===== config.mk =====
export PLATFORM = sky130hd
export DESIGN_NAME = interval_insert_merge_flat
export DESIGN_NICKNAME = d
export VERILOG_FILES = /design/src/iim_pkg.sv /design/src/iim_seg_if.sv /design/src/iim_res_if.sv /design/src/iim_queue.sv /design/src/iim_front.sv /design/src/iim_back.sv /design/src/interval_insert_merge.sv /design/src/flat_wrapper.sv
export SDC_FILE = /design/constraint.sdc
export NUM_CORES = 1
export LEC_CHECK = 0
export BUFFER_PORTS_ARGS = -buffer_cell sky130_fd_sc_hd__buf_4
export CORE_ASPECT_RATIO = 0.5
export CORE_MARGIN = 5
export CORE_UTILIZATION = 62
export DETAILED_ROUTE_END_ITERATION = 8
export PLACE_DENSITY = 0.91
export SYNTH_ARGS = -nofsm -noshare
export SYNTH_HDL_FRONTEND = slang
export SYNTH_HIERARCHICAL = 1
export SYNTH_SLANG_ARGS = --single-unit

===== constraint.sdc =====
create_clock -name clk -period 11.2 [get_ports clk]
set_input_delay 2.24 -clock clk [delete_from_list [all_inputs] [get_ports clk]]
set_output_delay 2.24 -clock clk [all_outputs]
set_load 0.1 [all_outputs]

===== src/iim_pkg.sv =====
// ----------------------------------------------------------------------------
// iim_pkg: shared types and constants for the interval insert/merge block
// Field widths, configuration register indexes, the item tag carried from
// the front to the back, and the result record.
// ----------------------------------------------------------------------------
package iim_pkg;

  // width of every coordinate field on the ports
  localparam int FIELD_W = 32;

  // default internal coordinate width
  localparam int COORD_BITS_DEF = 32;

  // configuration register indexes
  localparam int CFG_IDX_W = 1;
  localparam logic [CFG_IDX_W-1:0] REG_NEW_LO = 1'd0;
  localparam logic [CFG_IDX_W-1:0] REG_NEW_HI = 1'd1;

  // depth of the front to back item queue
  localparam int QUEUE_DEPTH = 2;

  // depth of the result buffer in the back
  localparam int OUT_DEPTH = 4;

  // classification of one accepted item
  typedef struct packed {
    logic first;  // first item of a list
    logic fin;    // item ends the list
    logic none;   // item carries no interval
  } tag_t;

  localparam int TAG_W = $bits(tag_t);

  // one result interval as seen on the output port
  typedef struct packed {
    logic signed [FIELD_W-1:0] lo;
    logic signed [FIELD_W-1:0] hi;
    logic                      fin;
  } res_t;

endpackage


===== src/iim_seg_if.sv =====
// ----------------------------------------------------------------------------
// iim_seg_if: input channel of list intervals
// Valid/ready channel; a transfer takes place when both are high.
// ----------------------------------------------------------------------------
interface iim_seg_if;
  import iim_pkg::*;

  logic                      valid;
  logic                      ready;
  logic signed [FIELD_W-1:0] seg_lo;
  logic signed [FIELD_W-1:0] seg_hi;
  logic                      seg_final;
  logic                      no_segment;

  modport source (output valid, output seg_lo, output seg_hi, output seg_final,
                  output no_segment, input ready);
  modport sink (input valid, input seg_lo, input seg_hi, input seg_final,
                input no_segment, output ready);
endinterface


===== src/iim_res_if.sv =====
// ----------------------------------------------------------------------------
// iim_res_if: output channel of result intervals
// Valid/ready channel; a transfer takes place when both are high.
// ----------------------------------------------------------------------------
interface iim_res_if;
  import iim_pkg::*;

  logic                      valid;
  logic                      ready;
  logic signed [FIELD_W-1:0] out_lo;
  logic signed [FIELD_W-1:0] out_hi;
  logic                      out_final;

  modport source (output valid, output out_lo, output out_hi, output out_final,
                  input ready);
  modport sink (input valid, input out_lo, input out_hi, input out_final,
                output ready);
endinterface


===== src/iim_queue.sv =====
// ----------------------------------------------------------------------------
// iim_queue: short item queue between front and back
// Small register FIFO; push and pop may happen in the same cycle.
// ----------------------------------------------------------------------------
module iim_queue #(
  parameter int WIDTH = 2 * iim_pkg::COORD_BITS_DEF + iim_pkg::TAG_W
) (
  input  logic             clk,
  input  logic             rst,
  input  logic             push_valid,
  output logic             push_ready,
  input  logic [WIDTH-1:0] push_data,
  output logic             pop_valid,
  input  logic             pop_ready,
  output logic [WIDTH-1:0] pop_data
);
  import iim_pkg::*;

  localparam int PTR_W = (QUEUE_DEPTH > 1) ? $clog2(QUEUE_DEPTH) : 1;
  localparam int CNT_W = $clog2(QUEUE_DEPTH + 1);

  logic [WIDTH-1:0] mem [QUEUE_DEPTH];
  logic [PTR_W-1:0] wptr;
  logic [PTR_W-1:0] rptr;
  logic [CNT_W-1:0] count;
  logic             do_push;
  logic             do_pop;

  // handshake
  assign push_ready = (count != CNT_W'(QUEUE_DEPTH));
  assign pop_valid  = (count != '0);
  assign do_push    = push_valid & push_ready;
  assign do_pop     = pop_valid & pop_ready;
  assign pop_data   = mem[rptr];

  // storage
  always_ff @(posedge clk) begin
    if (do_push) begin
      mem[wptr] <= push_data;
    end
  end

  // pointers and fill count
  always_ff @(posedge clk) begin
    if (rst) begin
      wptr  <= '0;
      rptr  <= '0;
      count <= '0;
    end else begin
      if (do_push) begin
        wptr <= (wptr == PTR_W'(QUEUE_DEPTH - 1)) ? '0 : wptr + PTR_W'(1);
      end
      if (do_pop) begin
        rptr <= (rptr == PTR_W'(QUEUE_DEPTH - 1)) ? '0 : rptr + PTR_W'(1);
      end
      count <= count + CNT_W'(do_push) - CNT_W'(do_pop);
    end
  end
endmodule


===== src/iim_front.sv =====
// ----------------------------------------------------------------------------
// iim_front: configuration and item intake
// Holds the new interval registers, keeps the ordered start bounds ready,
// tags each accepted item (list start, list end, empty) and queues it.
// ----------------------------------------------------------------------------
module iim_front #(
  parameter int COORD_BITS = iim_pkg::COORD_BITS_DEF
) (
  input  logic                                  clk,
  input  logic                                  rst,
  input  logic                                  cfg_we,
  input  logic [iim_pkg::CFG_IDX_W-1:0]         cfg_index,
  input  logic [iim_pkg::FIELD_W-1:0]           cfg_data,
  iim_seg_if.sink                               seg,
  output logic                                  push_valid,
  input  logic                                  push_ready,
  output logic [2*COORD_BITS+iim_pkg::TAG_W-1:0] push_data,
  output logic [COORD_BITS-1:0]                 init_lo,
  output logic [COORD_BITS-1:0]                 init_hi
);
  import iim_pkg::*;

  localparam int WIDE = (COORD_BITS > FIELD_W) ? COORD_BITS : FIELD_W;

  logic [FIELD_W-1:0]    new_lo;
  logic [FIELD_W-1:0]    new_hi;
  logic [COORD_BITS-1:0] cfg_a;
  logic [COORD_BITS-1:0] cfg_b;
  logic                  in_list;
  logic                  accept;
  tag_t                  tag;

  // field to coordinate: zero extend, then keep the low coordinate bits
  function automatic logic [COORD_BITS-1:0] to_coord(input logic [FIELD_W-1:0] f);
    logic [WIDE-1:0] t;
    t = WIDE'(f);
    return t[COORD_BITS-1:0];
  endfunction

  // configuration registers
  always_ff @(posedge clk) begin
    if (rst) begin
      new_lo <= '0;
      new_hi <= '0;
    end else if (cfg_we) begin
      unique case (cfg_index)
        REG_NEW_LO: new_lo <= cfg_data;
        REG_NEW_HI: new_hi <= cfg_data;
        default: ;
      endcase
    end
  end

  // start bounds of a list, swapped when given reversed
  assign cfg_a = to_coord(new_lo);
  assign cfg_b = to_coord(new_hi);

  always_ff @(posedge clk) begin
    if ($signed(cfg_b) < $signed(cfg_a)) begin
      init_lo <= cfg_b;
      init_hi <= cfg_a;
    end else begin
      init_lo <= cfg_a;
      init_hi <= cfg_b;
    end
  end

  // item tagging; an empty item always ends the list
  assign tag.first  = ~in_list;
  assign tag.none   = seg.no_segment;
  assign tag.fin    = seg.seg_final | seg.no_segment;

  assign push_valid = seg.valid;
  assign seg.ready  = push_ready;
  assign accept     = seg.valid & push_ready;
  assign push_data  = {to_coord(seg.seg_lo), to_coord(seg.seg_hi), tag};

  // list tracking
  always_ff @(posedge clk) begin
    if (rst) begin
      in_list <= 1'b0;
    end else if (accept) begin
      in_list <= ~tag.fin;
    end
  end
endmodule


===== src/iim_back.sv =====
// ----------------------------------------------------------------------------
// iim_back: merge engine and result buffer
// Takes one tagged item a cycle while two result slots are free, compares
// it against the pending merged interval, updates the bounds and writes up to
// two results into a small buffer that drives the output channel.
// ----------------------------------------------------------------------------
module iim_back #(
  parameter int COORD_BITS = iim_pkg::COORD_BITS_DEF
) (
  input  logic                                  clk,
  input  logic                                  rst,
  input  logic                                  pop_valid,
  output logic                                  pop_ready,
  input  logic [2*COORD_BITS+iim_pkg::TAG_W-1:0] pop_data,
  input  logic [COORD_BITS-1:0]                 init_lo,
  input  logic [COORD_BITS-1:0]                 init_hi,
  iim_res_if.source                             res
);
  import iim_pkg::*;

  localparam int WIDE  = (COORD_BITS > FIELD_W) ? COORD_BITS : FIELD_W;
  localparam int ITEM_W = 2 * COORD_BITS + TAG_W;
  localparam int OPTR_W = $clog2(OUT_DEPTH);
  localparam int OCNT_W = $clog2(OUT_DEPTH + 1);

  logic [COORD_BITS-1:0] h_lo;
  logic [COORD_BITS-1:0] h_hi;
  tag_t                  h_tag;

  logic [COORD_BITS-1:0] merge_lo;
  logic [COORD_BITS-1:0] merge_hi;
  logic                  placed;
  logic [COORD_BITS-1:0] merge_lo_next;
  logic [COORD_BITS-1:0] merge_hi_next;
  logic                  placed_next;

  logic [COORD_BITS-1:0] cur_lo;
  logic [COORD_BITS-1:0] cur_hi;
  logic                  cur_placed;
  logic                  ends_before;
  logic                  starts_after;

  res_t                  e0;
  res_t                  e1;
  logic                  e0_v;
  logic                  e1_v;
  logic                  fire;

  res_t                  obuf [OUT_DEPTH];
  logic [OPTR_W-1:0]     wptr;
  logic [OPTR_W-1:0]     rptr;
  logic [OCNT_W-1:0]     count;
  logic                  res_xfer;

  // coordinate to field: sign extend, then keep the low field bits
  function automatic logic [FIELD_W-1:0] to_field(input logic [COORD_BITS-1:0] x);
    logic signed [WIDE-1:0] t;
    t = WIDE'($signed(x));
    return t[FIELD_W-1:0];
  endfunction

  // unpack the queued item
  assign h_lo  = pop_data[ITEM_W-1 -: COORD_BITS];
  assign h_hi  = pop_data[ITEM_W-COORD_BITS-1 -: COORD_BITS];
  assign h_tag = tag_t'(pop_data[TAG_W-1:0]);

  // a list start reloads the bounds from the new interval
  assign cur_lo     = h_tag.first ? init_lo : merge_lo;
  assign cur_hi     = h_tag.first ? init_hi : merge_hi;
  assign cur_placed = ~h_tag.first & placed;

  assign ends_before  = $signed(h_hi) < $signed(cur_lo);
  assign starts_after = $signed(cur_hi) < $signed(h_lo);

  // classify against the merged interval and build the results
  always_comb begin
    merge_lo_next = cur_lo;
    merge_hi_next = cur_hi;
    placed_next   = cur_placed;
    e0_v          = 1'b0;
    e1_v          = 1'b0;
    e0            = '{lo: to_field(h_lo), hi: to_field(h_hi), fin: h_tag.fin};
    e1            = '{lo: to_field(cur_lo), hi: to_field(cur_hi), fin: 1'b1};

    if (h_tag.none) begin
      // empty item: release the merged interval if still pending
      e0_v = ~cur_placed;
      e0   = '{lo: to_field(cur_lo), hi: to_field(cur_hi), fin: 1'b1};
    end else if (cur_placed) begin
      // already placed: pass through
      e0_v = 1'b1;
    end else if (ends_before) begin
      // interval lies before: pass it, release merged at list end
      e0_v   = 1'b1;
      e0.fin = 1'b0;
      e1_v   = h_tag.fin;
    end else if (starts_after) begin
      // interval lies after: merged first, then the interval
      e0_v        = 1'b1;
      e0          = '{lo: to_field(cur_lo), hi: to_field(cur_hi), fin: 1'b0};
      e1_v        = 1'b1;
      e1          = '{lo: to_field(h_lo), hi: to_field(h_hi), fin: h_tag.fin};
      placed_next = 1'b1;
    end else begin
      // overlap or touch: widen the bounds
      if ($signed(h_lo) < $signed(cur_lo)) begin
        merge_lo_next = h_lo;
      end
      if ($signed(cur_hi) < $signed(h_hi)) begin
        merge_hi_next = h_hi;
      end
      e0_v = h_tag.fin;
      e0   = '{lo: to_field(merge_lo_next), hi: to_field(merge_hi_next), fin: 1'b1};
    end

    if (h_tag.fin) begin
      placed_next = 1'b0;
    end
  end

  // take an item only when two result slots are free
  assign pop_ready = (count <= OCNT_W'(OUT_DEPTH - 2));
  assign fire      = pop_valid & pop_ready;

  // merge state
  always_ff @(posedge clk) begin
    if (fire) begin
      merge_lo <= merge_lo_next;
      merge_hi <= merge_hi_next;
    end
  end

  always_ff @(posedge clk) begin
    if (rst) begin
      placed <= 1'b0;
    end else if (fire) begin
      placed <= placed_next;
    end
  end

  // result buffer storage
  always_ff @(posedge clk) begin
    if (fire && e0_v) begin
      obuf[wptr] <= e0;
    end
    if (fire && e1_v) begin
      obuf[wptr + OPTR_W'(1)] <= e1;
    end
  end

  // result buffer pointers and fill count
  assign res_xfer = res.valid & res.ready;

  always_ff @(posedge clk) begin
    if (rst) begin
      wptr  <= '0;
      rptr  <= '0;
      count <= '0;
    end else begin
      if (fire) begin
        wptr <= wptr + OPTR_W'(e0_v) + OPTR_W'(e1_v);
      end
      if (res_xfer) begin
        rptr <= rptr + OPTR_W'(1);
      end
      count <= count + (fire ? (OCNT_W'(e0_v) + OCNT_W'(e1_v)) : '0)
               - OCNT_W'(res_xfer);
    end
  end

  // output channel
  assign res.valid     = (count != '0);
  assign res.out_lo    = obuf[rptr].lo;
  assign res.out_hi    = obuf[rptr].hi;
  assign res.out_final = obuf[rptr].fin;
endmodule


===== src/interval_insert_merge.sv =====
// ----------------------------------------------------------------------------
// interval_insert_merge: insert one interval into a sorted interval stream
// Merges the configured interval with every overlapping or touching list
// interval and streams out the resulting sorted list.
// ----------------------------------------------------------------------------
// Usage:
//   cfg_we/cfg_index/cfg_data write new_lo (index 0) and new_hi (index 1)
//   between lists; a reversed pair is swapped at the start of a list.
//   seg carries one list interval per transfer, seg_final on the last one;
//   an item with no_segment set ends an empty list (or any list).
//   res carries the result intervals, out_final on the last of each list.
// Timing:
//   an item passes through the registered item queue and then the result
//   buffer before its first result is valid on res.
//   One item is taken every cycle while two result slots are free; an item
//   yielding two results holds the sustained rate to one result a cycle, set
//   by the single output channel draining the four-entry result buffer.
// Reset: clears the new interval to 0, list tracking and all queues.
// Stalls: when res is not ready the result buffer fills, the back stops
//   taking items, the two-entry item queue fills and seg.ready drops.
// ----------------------------------------------------------------------------
module interval_insert_merge #(
  parameter int COORD_BITS = iim_pkg::COORD_BITS_DEF
) (
  input  logic                          clk,
  input  logic                          rst,
  input  logic                          cfg_we,
  input  logic [iim_pkg::CFG_IDX_W-1:0] cfg_index,
  input  logic [iim_pkg::FIELD_W-1:0]   cfg_data,
  iim_seg_if.sink                       seg,
  iim_res_if.source                     res
);
  import iim_pkg::*;

  localparam int ITEM_W = 2 * COORD_BITS + TAG_W;

  logic                  push_valid;
  logic                  push_ready;
  logic [ITEM_W-1:0]     push_data;
  logic                  pop_valid;
  logic                  pop_ready;
  logic [ITEM_W-1:0]     pop_data;
  logic [COORD_BITS-1:0] init_lo;
  logic [COORD_BITS-1:0] init_hi;

  // intake and configuration
  iim_front #(.COORD_BITS(COORD_BITS)) u_front (
    .clk        (clk),
    .rst        (rst),
    .cfg_we     (cfg_we),
    .cfg_index  (cfg_index),
    .cfg_data   (cfg_data),
    .seg        (seg),
    .push_valid (push_valid),
    .push_ready (push_ready),
    .push_data  (push_data),
    .init_lo    (init_lo),
    .init_hi    (init_hi)
  );

  // item queue
  iim_queue #(.WIDTH(ITEM_W)) u_queue (
    .clk        (clk),
    .rst        (rst),
    .push_valid (push_valid),
    .push_ready (push_ready),
    .push_data  (push_data),
    .pop_valid  (pop_valid),
    .pop_ready  (pop_ready),
    .pop_data   (pop_data)
  );

  // merge engine and results
  iim_back #(.COORD_BITS(COORD_BITS)) u_back (
    .clk       (clk),
    .rst       (rst),
    .pop_valid (pop_valid),
    .pop_ready (pop_ready),
    .pop_data  (pop_data),
    .init_lo   (init_lo),
    .init_hi   (init_hi),
    .res       (res)
  );
endmodule


===== src/flat_wrapper.sv =====
// flat-port wrapper written by rule: the top's interface ports become plain ports
module interval_insert_merge_flat import iim_pkg::*;
#(
  parameter int COORD_BITS = iim_pkg::COORD_BITS_DEF
)
  (clk, rst, cfg_we, cfg_index, cfg_data, seg_valid, seg_seg_lo, seg_seg_hi, seg_seg_final, seg_no_segment, seg_ready, res_valid, res_out_lo, res_out_hi, res_out_final, res_ready);
  iim_seg_if seg_i ();
  iim_res_if res_i ();
  input  logic clk;
  input  logic rst;
  input  logic cfg_we;
  input  logic [iim_pkg::CFG_IDX_W-1:0] cfg_index;
  input  logic [iim_pkg::FIELD_W-1:0] cfg_data;
  input wire logic [$bits(seg_i.valid)-1:0] seg_valid;
  input wire logic [$bits(seg_i.seg_lo)-1:0] seg_seg_lo;
  input wire logic [$bits(seg_i.seg_hi)-1:0] seg_seg_hi;
  input wire logic [$bits(seg_i.seg_final)-1:0] seg_seg_final;
  input wire logic [$bits(seg_i.no_segment)-1:0] seg_no_segment;
  output wire logic [$bits(seg_i.ready)-1:0] seg_ready;
  output wire logic [$bits(res_i.valid)-1:0] res_valid;
  output wire logic [$bits(res_i.out_lo)-1:0] res_out_lo;
  output wire logic [$bits(res_i.out_hi)-1:0] res_out_hi;
  output wire logic [$bits(res_i.out_final)-1:0] res_out_final;
  input wire logic [$bits(res_i.ready)-1:0] res_ready;
  assign seg_i.valid = seg_valid;
  assign seg_i.seg_lo = seg_seg_lo;
  assign seg_i.seg_hi = seg_seg_hi;
  assign seg_i.seg_final = seg_seg_final;
  assign seg_i.no_segment = seg_no_segment;
  assign seg_ready = seg_i.ready;
  assign res_valid = res_i.valid;
  assign res_out_lo = res_i.out_lo;
  assign res_out_hi = res_i.out_hi;
  assign res_out_final = res_i.out_final;
  assign res_i.ready = res_ready;
  interval_insert_merge #(.COORD_BITS(COORD_BITS)) u_core (.clk(clk), .rst(rst), .cfg_we(cfg_we), .cfg_index(cfg_index), .cfg_data(cfg_data), .seg(seg_i), .res(res_i));
endmodule

After elaboration in Yosys (flattened, before gate mapping)
Memory sizes are Yosys's and may differ from the RTL's. A register that Yosys moved wholly into a read port is not among the register bits.
Cells that the tools add are included.
{"block": "totals", "register_bits": 205, "n_memories": 2, "out_inout_bits": 67, "wordCells": 98, "mem_bits_rw": 394}
{"block": "classes", "bitwise_logic": 10, "mux": 48, "add_sub_neg": 11, "n_eq_ne": 1, "order_cmp": 6, "reduce_logical": 6}
{"memory": "u_core.u_back.obuf", "depth": 4, "width": 65, "rd": 1, "rd_ports_with_merged_regs": 1, "wr": 2, "line_no": "iim_back.sv:49", "text": "res_t obuf [OUT_DEPTH];"}
{"memory": "u_core.u_queue.mem", "depth": 2, "width": 67, "rd": 1, "rd_ports_with_merged_regs": 1, "wr": 1, "line_no": "iim_queue.sv:22", "text": "logic [WIDTH-1:0] mem [QUEUE_DEPTH];"}
{"operator": "65-bit 2-to-1 mux", "n": 7}
{"operator": "32-bit 2-to-1 mux", "n": 14}
{"operator": "32-bit less-than comparator", "n": 5}
{"operator": "64-bit 2-to-1 mux", "n": 1}
{"operator": "1-bit 2-to-1 mux", "n": 23}
{"operator": "2-bit by 1-bit adder with 2-bit output", "n": 3}
{"operator": "2-bit 2-to-1 mux", "n": 3}
{"operator": "1-bit inverter", "n": 5}
{"operator": "2-bit by 1-bit adder with 2-bit output (second input constant)", "n": 2}
{"operator": "1-bit bitwise AND", "n": 4}
{"operator": "2-bit AND reduction", "n": 2}
{"operator": "3-bit by 2-bit adder with 3-bit output", "n": 1}
{"operator": "3-bit by 2-bit <= comparator with 1-bit output (second input constant)", "n": 1}
{"operator": "3-bit nonzero test", "n": 1}
{"operator": "3-bit by 1-bit subtractor with 3-bit output", "n": 1}
{"operator": "1-bit adder (second input constant)", "n": 2}
{"operator": "1-bit by 1-bit adder with 2-bit output", "n": 1}
{"operator": "1-bit logical AND", "n": 2}
{"operator": "2-bit inequality test (second input constant)", "n": 1}
{"operator": "2-bit nonzero test", "n": 1}
{"operator": "2-bit by 1-bit subtractor with 2-bit output", "n": 1}
{"operator": "1-bit bitwise OR", "n": 1}

Logic depth before layout (Yosys ltp)
{"block": "depth", "word_depth": 10, "mapped_depth": 26, "mapped_depth_nobuf": 21}

Hierarchy
The synthesis kept the hierarchy.
{"module": "iim_back", "n_inst": 1, "seq_area_each_um2": 9929.5, "area_each_um2": 19854.0, "cells_per_inst": 1542}
{"module": "iim_front", "n_inst": 1, "seq_area_each_um2": 2582.5, "area_each_um2": 5898.2, "cells_per_inst": 605}
{"module": "iim_queue", "n_inst": 1, "seq_area_each_um2": 4124.0, "area_each_um2": 5092.4, "cells_per_inst": 237}

Worst setup path after synthesis
No wires, ideal clock.
{"block": "synth_path", "kind": "register to register", "startpoint": "register (tool-made name)", "endpoint": "memory u_core/u_back/obuf[0][0] (netlist name) (enable)", "setup_time_ns": 0.509, "arrival_time_ns": 7.890, "stages_incl_launch_ff": 17, "period_less_slack_ns": 8.399, "n_path_buf": 5, "required_ns": 10.691, "setup_slack_ns": 2.801, "cell_sequence": "dfxtp_1 > buf_2 > mux2_2 > clkbuf_1 > clkbuf_1 > buf_1 > mux2i_1 > ha_1 > nand4_1 > or4_1 > or4_1 > o22ai_1 > o21a_1 > buf_4 > mux2i_2 > nand4_1 > a21oi_1"}
{"item": "to (decl)", "line_no": "iim_back.sv:49"}

==> results.md <==
- The run finished with clean final reports.
- The number of global-route vias before repair is roughly 22000.
- Summed over all layers, the global routing overflow is 0.
- The worst slew slack as a fraction of its limit is 0.172.
- The wire length on met2 is around 40000 um.
- Sorting the synthesized cells by area gives the leading types as edfxtp_1 (45%), dfxtp_1 (9.3%), ha_1 (6.5%).
- Synthesis produced a netlist with a net count of 2650.
- Cell internal power was estimated by the tool at 0.00589 W.
- The switching part of the total power is 0.457.
- The biggest area contributor in the post-synthesis netlist is edfxtp_1.
- The tree is rooted in a clkbuf_16.
- The sequential cell area fraction in the yosys report is 0.539.
- Across the VDD grid, the largest voltage drop is 0.239 mV.
- The post-synthesis cell area is 30800 sq um.
- The post-route setup TNS is 0 ps.
- The clock tree synthesis step divided the H-tree into 2 levels.
- The vertical die dimension is 168 um.
- The first global-routing pass estimated between 100000 and 150000 um of wire.
- Dividing the synthesized area by the synthesized cell count gives ~13 sq um.
- The total inserted antenna cells is 0.
- The longest clock path from root to sink contains 3 buffers.
- The number of max-capacitance violations reported is 0.
- The top metal layer carrying routed signals is met4.
- The worst-case hold slack is 489 ps.
- Entering global routing, the biggest net connects between 80 and 90 pins.
- For this run, design rule violations remaining after detail routing come to 0.
- The power density normalized to cell area is 321 nW/um^2.
- The classification of the worst setup path is reg -> reg.
- Relative to the synthesized area, the layout overhead comes to 9.70%.
- The tightest min-delay check is of the reg -> reg type.
- In this run the standard cell core region covers ~49000 sq um.
- The total clock sinks is approximately 600.
- The x dimension of the die is 325 um.
- The synthesized netlist contains 79 unique library cells.
- The final RePlAce weighted congestion is 0.948.
- The net count reported at finish is roughly 2700.
- After clock tree synthesis, the repair step resized 0 gates.
- The effective utilization at floorplan is 0.631.
- The wire-length estimate of the detail-placed layout is roughly 57000 um.
- The final worst-path cycle share is 0.707.
- The number of instances in the synthesized netlist is about 2400.
- In this run, synthesis inferred between 400 and 500 flip-flops with an integrated enable.
- Setup repair after global routing left no endpoint under its margin.
- In the global route stage, overall resource usage came out at 0.307.
- The total net switching power is between 0.004 and 0.005 W.
- The slew at the pin with the worst max-slew slack is 1240 ps.
- The highest clock frequency the design can meet is 126 MHz.
- For this design the static power due to leakage is between 10 and 15 nW.
- The share of layout cells above drive strength 1 is 0.226.
- The total clock buffers created by CTS is 52.
- For this block, the routed nets add up to between 80000 and 90000 um of wire.
- Using the TritonRoute via totals, the vias-per-cell ratio works out to approximately 6.9.
- For this run, the number of Yosys warnings is 6.
- Of the total power, combinational logic draws 0.515.
- For this run, the detailed router's first-pass iteration total came to 7.
- The worst setup path is captured at a flop.
- The critical path arrival is a little over 8000 ps.
- The count of hold buffers inserted by post-cts repair is 0.
- Measured on the finished design, the core utilization comes to 0.693.
- The cell area after placement is 32100 sq um.
- Among all flip-flop cells after synthesis, the most frequent one is edfxtp_1.
- The number of antenna violations at the first check in global routing was 0.
- Clock skew on the completed layout was measured at 34.1 ps.
- The share of synthesized area in the top cell type comes to 0.446.
- At the worst endpoint, the required time is 11410 ps.
- The total setup violations reported at the end of the flow is 0.
- Buffers added to address setup during post-CTS repair amount to 0.
- The final critical-path required period is 7920 ps.
- The number of failing hold endpoints at the final stage is 0.
- For this block, the initial DRC count from the detailed router was about 3500.
- Counting flops with an async set or reset pin after synthesis yields a share of 0.
- Across all layers, the routed design uses about 22000 vias.
- The number of routed nets with antenna violations is 0.
- The clock insertion delay at the later pin of the skew report is roughly 600 ps.
- The kind of launch point of the worst setup path is a flop.
- After floorplanning, the core was divided into 57 placement rows.
- TritonCTS built the clock tree.
- Summed over all nets, wire length on met3 after detailed routing comes to ~12000 um.
- The proportion of power drawn by flip-flops and latches is 0.317.
- The fraction of power consumed by the clock network is 0.168.
- The final routed wire length divided by cell count is approximately 27 um.
- During I/O placement, the number of pins put on the boundary was approximately 170.
- The die covers 54600 sq um.
- The total of buffers placed on input and output ports is 170.
- The largest driver fanout on the critical path is 46.
- After detailed routing, the wire length on met1 is between 30000 and 40000 um.
- The post-route cell area is approximately 34000 sq um.
- After synthesis the netlist holds a flip-flop and latch count of ~600.
- The final number of max-transition violations was 0.
- Clock-pin slew was measured on the worst setup and hold paths at around 70 ps.
[cells in the final DEF (no fill, tap or decap), types with 62 or more instances in the layout]
cell / synthesis / routed
mux2_1: 105 / 105
ha_1: 160 / 160
o21ai_0: 221 / 221
mux2_4: 61 / 62
edfxtp_1: 458 / 458
dfxtp_1: 144 / 141
mux2_2: 112 / 111
inv_1: 113 / 111
nand2_1: 173 / 173
mux4_2: 65 / 65
mux2i_1: 81 / 81
a21oi_1: 119 / 118
buf_4: 72 / 202
[metal layers]
| metal | vias up | global-route usage |
|---|---|---|
| met1 | 10520 | 0.406 |
| met4 | 0 | 0.126 |
| met5 | - | 0 |
| met2 | 1789 | 0.493 |
| met3 | 358 | 0.0776 |
| li1 | 9121 | - |
[worst max-delay path, stage by stage (launching register included)]
cell and delay (ps):
dfxtp_4 640, mux2_4 510, buf_4 670, mux2i_1 660, ha_1 240, nand4_1 120
or4_1 610, or4_1 440, o22ai_1 190, o21a_1 730, mux2i_2 740, nand2_1 240
nor3_1 210, o21a_2 780, buf_4 640
[stage by stage]
| stage | instances | power [W] | setup slack (ps) |
|---|---|---|---|
| 2_1_floorplan | 2384 | 0.00739 | 2800 |
| 3_3_place_gp | 3043 | 0.00863 | 3750 |
| 3_5_place_dp | 3043 | 0.00884 | 3520 |
| 4_1_cts | 3140 | 0.0107 | 3500 |
| 5_1_grt | 3140 | 0.0112 | 2990 |
| 6_report | 3140 | 0.0109 | 3280 |
[area by class of cell]
cell class / count / area, sq um
clock inverter: 23 / 190
inverter: 113 / 424
clock buffer: 74 / 1500
multi-input combinational: 1477 / 12800
timing repair buffer: 202 / 1520
sequential: 602 / 16600
fill: 3075 / 15000
tap: 649 / 812
[power by group through the flow]
stage / combinational [W] / sequential [W] / clock, W
after floorplan: 0.00401 / 0.00337 / 0
after global placement: 0.00519 / 0.00343 / 0
after detailed placement: 0.00537 / 0.00347 / 0
after CTS: 0.00544 / 0.00343 / 0.00183
after global routing: 0.00579 / 0.00348 / 0.00193
final: 0.00559 / 0.00344 / 0.00182
[path summary, 6_finish.rpt]
path	slack, ps	depth (start not counted)	to	startpoint
max	3280	14	u_core/u_back/obuf[2][44]$_DFFE_PP_	flop
min	490	2	u_core/u_front/cfg_a[23]$_SDFFE_PP0P_	u_core/u_front/cfg_a[23]$_SDFFE_PP0P_
max reg2reg	3280	14	u_core/u_back/obuf[2][44]$_DFFE_PP_	flop
min reg2reg	490	2	u_core/u_front/cfg_a[23]$_SDFFE_PP0P_	u_core/u_front/cfg_a[23]$_SDFFE_PP0P_
[synth_stat cells (all sizes together) (3+ instances only)]
library cell and number:
and2 4, a221oi 15, or2 8, nand2 173, o211ai 5, a21o 36
nor3 24, o21ai 248, o21ba 3, o21a 7, nand3 13, a211oi 16
edfxtp 458, a31oi 7, inv 113, a22oi 25, buf 122, nor2b 9
nor2 42, mux4 65, a21oi 125, ha 160, o22ai 16, nor4 3
dfxtp 144, a22o 26, and3 8, mux2 278, clkbuf 70, nand4 26
xnor2 3, and4 3, nand2b 5, or3 3, mux2i 82
[logic make-up after synthesis]
group | count (synthesis) | synth area share
flip-flops | 602 | 0.539
multiplexers | 425 | 0.183
adder cells (fa/ha/maj) | 162 | 0.0662
buffers and inverters | 305 | 0.0511
AO/OA/AOI/OAI | 552 | 0.109
AND/OR/NAND/NOR | 333 | 0.0503
XOR/XNOR | 5 | 0.00142
[state kept, by name, summed over array words and instances, names as in the netlist, named ones only]
register	flops
u_core/u_front/init_hi	32
u_core/u_back/count	3
u_core/u_back/obuf	260
u_core/u_back/merge_hi	32
u_core/u_front/cfg_a	32
u_core/u_front/in_list	1
u_core/u_back/placed	1
u_core/u_queue/wptr	1
u_core/u_back/wptr	2
u_core/u_queue/rptr	1
u_core/u_front/cfg_b	32
u_core/u_front/init_lo	32
u_core/u_back/rptr	2
u_core/u_queue/mem	134
u_core/u_queue/count	2
u_core/u_back/merge_lo	32
Power figures use the tool's default switching activity.
